[src/rtl/pcf_pkg.sv]
// ----------------------------------------------------------------------------
// pcf_pkg
// Shared widths, codes, payload structs and control types for the
// path corridor fix-up block.
// ----------------------------------------------------------------------------
package pcf_pkg;

	// storage sizes
	localparam int CORRIDOR_DEPTH = 256;
	localparam int VISITED_DEPTH  = 16;

	localparam int ADDR_W = $clog2(CORRIDOR_DEPTH);
	localparam int CNT_W  = $clog2(CORRIDOR_DEPTH + 1);
	localparam int VIDX_W = $clog2(VISITED_DEPTH);
	localparam int VCNT_W = $clog2(VISITED_DEPTH + 1);

	// fixed field widths
	localparam int REF_W    = 32;
	localparam int IDX_W    = 8;
	localparam int LEN_W    = 9;
	localparam int MAXP_W   = 9;
	localparam int CMD_W    = 3;
	localparam int STATUS_W = 2;

	localparam int MAX_PATH_RESET = 256;

	// width for the fix-up length arithmetic
	localparam int CALC_A = (CNT_W > VCNT_W) ? CNT_W : VCNT_W;
	localparam int CALC_W = ((CALC_A > MAXP_W) ? CALC_A : MAXP_W) + 1;

	// command codes
	localparam logic [CMD_W-1:0] CMD_APPEND_PATH = 3'd0;
	localparam logic [CMD_W-1:0] CMD_APPEND_VIS  = 3'd1;
	localparam logic [CMD_W-1:0] CMD_FIXUP       = 3'd2;
	localparam logic [CMD_W-1:0] CMD_READ        = 3'd3;
	localparam logic [CMD_W-1:0] CMD_CLEAR       = 3'd4;

	// status codes
	localparam logic [STATUS_W-1:0] STATUS_OK    = 2'd0;
	localparam logic [STATUS_W-1:0] STATUS_FULL  = 2'd1;
	localparam logic [STATUS_W-1:0] STATUS_RANGE = 2'd2;

	typedef struct packed {
		logic [CMD_W-1:0] command;
		logic [REF_W-1:0] poly_ref;
		logic [IDX_W-1:0] index;
	} pcf_in_t;

	typedef struct packed {
		logic [REF_W-1:0]    poly_ref_out;
		logic [LEN_W-1:0]    path_length;
		logic                matched;
		logic [STATUS_W-1:0] status;
	} pcf_out_t;

	typedef enum logic [2:0] {
		ST_IDLE,
		ST_EXEC,
		ST_SEARCH,
		ST_CALC,
		ST_MOVE,
		ST_VIS,
		ST_FINISH
	} pcf_state_t;

	// controller to datapath
	typedef struct packed {
		logic load;
		logic exec;
		logic srch;
		logic calc;
		logic move;
		logic vis;
		logic out_load;
	} pcf_ctrl_t;

	// datapath to controller
	typedef struct packed {
		logic op_fixup;
		logic fix_empty;
		logic hit;
		logic srch_last;
		logic move_done;
		logic vis_done;
	} pcf_stat_t;

endpackage

[src/rtl/pcf_ctrl.sv]
// ----------------------------------------------------------------------------
// pcf_ctrl
// Sequencer for the corridor fix-up block: handshakes and phase control.
// ----------------------------------------------------------------------------
module pcf_ctrl (
	input  logic              clk,
	input  logic              arst_n,
	input  logic              in_valid,
	output logic              in_ready,
	output logic              out_valid,
	input  logic              out_ready,
	input  pcf_pkg::pcf_stat_t stat,
	output pcf_pkg::pcf_ctrl_t ctrl
);
	import pcf_pkg::*;

	pcf_state_t state_q;
	pcf_state_t state_d;
	logic       out_valid_q;
	logic       slot_free;

	assign slot_free = !out_valid_q || out_ready;

	always_ff @(posedge clk or negedge arst_n) begin
		if (!arst_n) begin
			state_q     <= ST_IDLE;
			out_valid_q <= 1'b0;
		end else begin
			state_q <= state_d;
			if (ctrl.out_load)
				out_valid_q <= 1'b1;
			else if (out_ready)
				out_valid_q <= 1'b0;
		end
	end

	// next state
	always_comb begin
		state_d = state_q;
		case (state_q)
			ST_IDLE: begin
				if (in_valid)
					state_d = ST_EXEC;
			end
			ST_EXEC: begin
				if (stat.op_fixup && !stat.fix_empty)
					state_d = ST_SEARCH;
				else
					state_d = ST_FINISH;
			end
			ST_SEARCH: begin
				if (stat.hit)
					state_d = ST_CALC;
				else if (stat.srch_last)
					state_d = ST_FINISH;
			end
			ST_CALC: begin
				state_d = ST_MOVE;
			end
			ST_MOVE: begin
				if (stat.move_done)
					state_d = ST_VIS;
			end
			ST_VIS: begin
				if (stat.vis_done)
					state_d = ST_FINISH;
			end
			ST_FINISH: begin
				if (slot_free)
					state_d = ST_IDLE;
			end
			default: begin
				state_d = ST_IDLE;
			end
		endcase
	end

	// phase commands
	always_comb begin
		ctrl     = '0;
		in_ready = 1'b0;
		case (state_q)
			ST_IDLE: begin
				in_ready  = 1'b1;
				ctrl.load = in_valid;
			end
			ST_EXEC:   ctrl.exec = 1'b1;
			ST_SEARCH: ctrl.srch = 1'b1;
			ST_CALC:   ctrl.calc = 1'b1;
			ST_MOVE:   ctrl.move = 1'b1;
			ST_VIS:    ctrl.vis  = 1'b1;
			ST_FINISH: ctrl.out_load = slot_free;
			default: begin
				ctrl = '0;
			end
		endcase
	end

	assign out_valid = out_valid_q;

endmodule

[config.mk]
export PLATFORM = sky130hd
export DESIGN_NAME = pcf_ctrl
export DESIGN_NICKNAME = d
export VERILOG_FILES = /design/src/rtl/pcf_pkg.sv /design/src/rtl/pcf_ctrl.sv
export SDC_FILE = /design/constraint.sdc
export NUM_CORES = 1
export LEC_CHECK = 0
export ABC_AREA = 1
export BUFFER_PORTS_ARGS = -buffer_cell sky130_fd_sc_hd__clkbuf_2
export CAP_MARGIN = 15
export CORE_AREA = 5 5 42 44
export CTS_CLUSTER_SIZE = 8
export DETAILED_ROUTE_END_ITERATION = 12
export DIE_AREA = 0 0 47 49
export PLACE_DENSITY_LB_ADDON = 0.15
export REMOVE_ABC_BUFFERS = 1
export SLEW_MARGIN = 15
export SYNTH_ARGS = -nofsm -noshare
export SYNTH_HDL_FRONTEND = slang
export SYNTH_SLANG_ARGS = --single-unit
[constraint.sdc]
create_clock -name clk -period 2.4 [get_ports clk]
set_clock_uncertainty 0.1 [all_clocks]
set_input_delay 0 -clock clk [delete_from_list [all_inputs] [get_ports clk]]
set_output_delay 0 -clock clk [all_outputs]
set_load 0.03 [all_outputs]
# --- After elaboration in Yosys (flattened, before gate mapping) ---
# Cells that the tools add are included.
word_totals:
  register_bits: 4
  inputBits: 10
  output_inout_bits: 9
classes:
  eq_ne: 11
  n_mux: 18
  n_reduce_logical: 7
ops:
  columns: ["op", "n"]
  rows:
  - ["3-bit two-way mux", 7]
  - ["3-bit one-hot mux with 7 select lines", 1]
  - ["1-bit two-way mux", 10]
  - ["3-bit == test, second input constant", 3]
  - ["2-bit != test, second input constant", 4]
  - ["3-bit by 2-bit == test with 1-bit output, second input constant", 2]
  - ["5-bit AND reduction", 1]
  - ["3-bit by 1-bit == test with 1-bit output, second input constant", 1]
  - ["3-bit logical NOT", 1]
  - ["3-bit != test, second input constant", 1]
  - ["1-bit logical NOT", 2]
  - ["2-bit nonzero test", 1]
  - ["1-bit logical AND", 1]
  - ["1-bit logical OR", 1]

# --- Depth between registers and ports, before layout ---
logic_depth:
  word_depth: 4
  mapped_depth: 8
  mapped_depth_nobuf: 8

# --- Worst setup path after synthesis ---
# OpenSTA, ideal clock, no wires.
synth_path:
  kind: "reg2out"
  start: "register state_q[0]"
  end: "output ctrl[6] in the netlist's numbering"
  arrival_time_ns: 1.500
  required_ns: 2.300
  setup_slack_ns: 0.800
  stages_incl_launch_ff: 3
  path_cell_list: "dfrtp_1 -> buf_2 -> nor4_1"
synth_lines:
  columns: ["item", "line", "rtl"]
  rows:
  - ["from (decl)", "pcf_ctrl.sv:17", "pcf_state_t state_q;"]
  - ["from (signal assigned)", "pcf_ctrl.sv:29", "state_q <= state_d;"]
  - ["to (decl)", "pcf_ctrl.sv:13", "output pcf_pkg::pcf_ctrl_t ctrl"]

==> results.toml <==
[run_status]
status = "completed"

[drt]
postRouteAntennaNets = 0
routed-via-count = 427
wl_per_cell_um = 8.95
totalWireLength_um = 868
drc = 0
first_iter_violations = 10
drt_pass1_iterations = 4
vias_per_cell = 4.40

[cts]
insertion_delay_ns = 0.23
root_buffer = "clkbuf_4"
hold_buffers = 3
h-tree-depth = 1
cts_buffer_depth = 2
path_clk_slew_ns = 0.04
clock-sinks = 4
cts-resized-gates = 0
cts_setup_buffers = 0
cts_buffers = 3
cts_tree = "done"

[pwr]
netSwitchingFraction_pct = 57.2
p_switching_uw = 385
pwr-share-seq_pct = 25.5
power_density_nw_per_um2 = 1300
peakVddDrop_mv = 0.473
p_int_uw = 288
pwr-share-clk_pct = 11.8
p_leak_nw = 0.311
combPwrFrac_pct = 62.8

[floorplan]
die_y_um = 49
dieArea_um2 = 2300
dieWidth_um = 47
initial_utilization_pct = 26.6
core_area_um2 = 1400
ios = 19
rows = 14

[worst_setup_path]
critPathLaunch = "state_q[2]$_DFFE_PN0P_"
reg2reg_depth = 8
criticalPathCategory = "flop to output port"
rrSetupSlack_ns = 1.04
r2r-start = "state_q[2]$_DFFE_PN0P_"
worst_ep_required_time_ns = 2.30
cp.arrival_ns = 1.41
critPathLaunchType = "flop"
cp_max_fo = 11
end_kind = "output port"

[global_route]
antenna_found_initial = 0
grt_max_degree = 12
grt_usage_pct = 8.83
grt_pass1_vias = 411
grt.overflow.total = 0
grt_pass1_wl_um = 1570

[sta]
tightestPinTransition_ns = 0.409
max_slew_margin_pct = 72.8
maxSlewViolCount = 0
finalCritPeriodShare_pct = 62.9
fmax_mhz = 662
fin_ws_ns = 0.889
min_period_ns = 1.51
setup_viol = 0
hold_violations = 0
setup_tns_ns = 0
rsz0062_at_grt = "false"

[min_path]
worstHoldPathType = "input port to async pin"

[cells_and_area]
syn_to_final_growth_pct = 38.6
finalNetCount = 93
regArea_um2 = 100
diodes = 0
layout-drive-gt1-share_pct = 37.0
multi_input_area_um2 = 205
n_fill_cell = 168

[placed_design]
port_buffers = 18
place.gp.congestion = 0.730
dp_slack_ns = 1.05
place_hpwl_um = 710

[yosys]
syn_inst = 59
yosysWarnings = 0
ys_types = 17
ys_ff_latch = 4
yosysTopAreaCell = "dfrtp_1"
synth_top_cell_area_share_pct = 26.8
syn_area_um2 = 373
yosysSeqAreaShare_pct = 26.8
synth_area_per_cell_um2 = 6.32
synth_area_leaders = "dfrtp_1 (27%), nand2_1 (13%), inv_1 (10%)"

[run]
cap_violations = 0
layer usage:
metal / up-vias / GRT usage (%) / routed length, µm
met3: 0 / 1.11 / 46
li1: 227 / - / -
met1: 189 / 11.6 / 404
met4: 0 / 4.15 / 0
met2: 11 / 13.8 / 417
met5: - / 0 / 0
state kept, by name, summed over array words and instances (netlist names):
signal / count
out_valid: 1
state_q: 3
cell type report:
type | count | area share [%]
Multi-Input combinational cell | 40 | 39.7
Timing Repair Buffer | 21 | 23.2
Sequential cell | 4 | 19.4
Inverter | 13 | 9.44
Clock buffer | 3 | 4.36
Tap cell | 16 | 3.87
placed cells by master, fill, tap and decap left out:
master         instances
nand4_1                3
dfrtp_1                4
nor2_2                 2
clkbuf_4               3
nand3_1                5
clkbuf_2              18
inv_1                 10
dlygate4sd3_1          3
nand2_4                1
a21oi_1                2
o21ai_0                2
nor4_1                 1
nor3_1                 3
nor2_4                 2
nor2_1                 5
inv_2                  3
or2_2                  1
nand2_1               13
Yosys cell counts (all sizes together):
library cell	instances
buf	1
dfrtp	4
or2	1
inv	13
o21ai	2
nand2	14
nand4	3
nand3	5
nor2	9
nor3	3
a21oi	2
nor4	1
clkbuf	1
cell families (layout without fill, tap and decap cells):
| family | after synthesis | in the layout | synth area share (%) |
|---|---|---|---|
| flops | 4 | 4 | 26.8 |
| compound gates | 4 | 4 | 5.37 |
| buf+inv | 15 | 37 | 18.1 |
| simple gates | 36 | 36 | 49.7 |
path summary, 6_finish.rpt:
check,endpoint
min in group clk,state_q[0]$_DFFE_PN0P_
max reg2reg,state_q[2]$_DFFE_PN0P_
min,state_q[0]$_DFFE_PN0P_
max,ctrl[0]
max in group asynchronous,state_q[1]$_DFFE_PN0P_
min reg2reg,out_valid$_DFFE_PN0P_
through the flow:
stage	instances	power, mW	instance area, µm²	utilization [%]	hold slack, ns
CTS	97	0.684	517	36.9	0.00901
floorplan	57	0.484	354	-	-0.396
finish	97	0.673	517	36.9	0.0139
global placement	91	0.602	464	33.1	-0.292
global route	97	0.743	517	36.9	0.0396
detailed placement	91	0.597	464	33.1	-0.292
power by group through the flow:
stage	registers (mW)	clock network (mW)	logic, mW
after global routing	0.180	0.0884	0.475
after global placement	0.176	0	0.426
after CTS	0.171	0.0848	0.428
after floorplan	0.170	0	0.314
final	0.171	0.0791	0.422
after detailed placement	0.174	0	0.423
worst max-delay path, stage by stage, from the launching register on:
cell,delay (ns)
dfrtp_1,0.58
nand2_1,0.12
nor2_2,0.13
inv_1,0.07
nor2_1,0.08
clkbuf_2,0.21
Power figures use the tool's default switching activity.
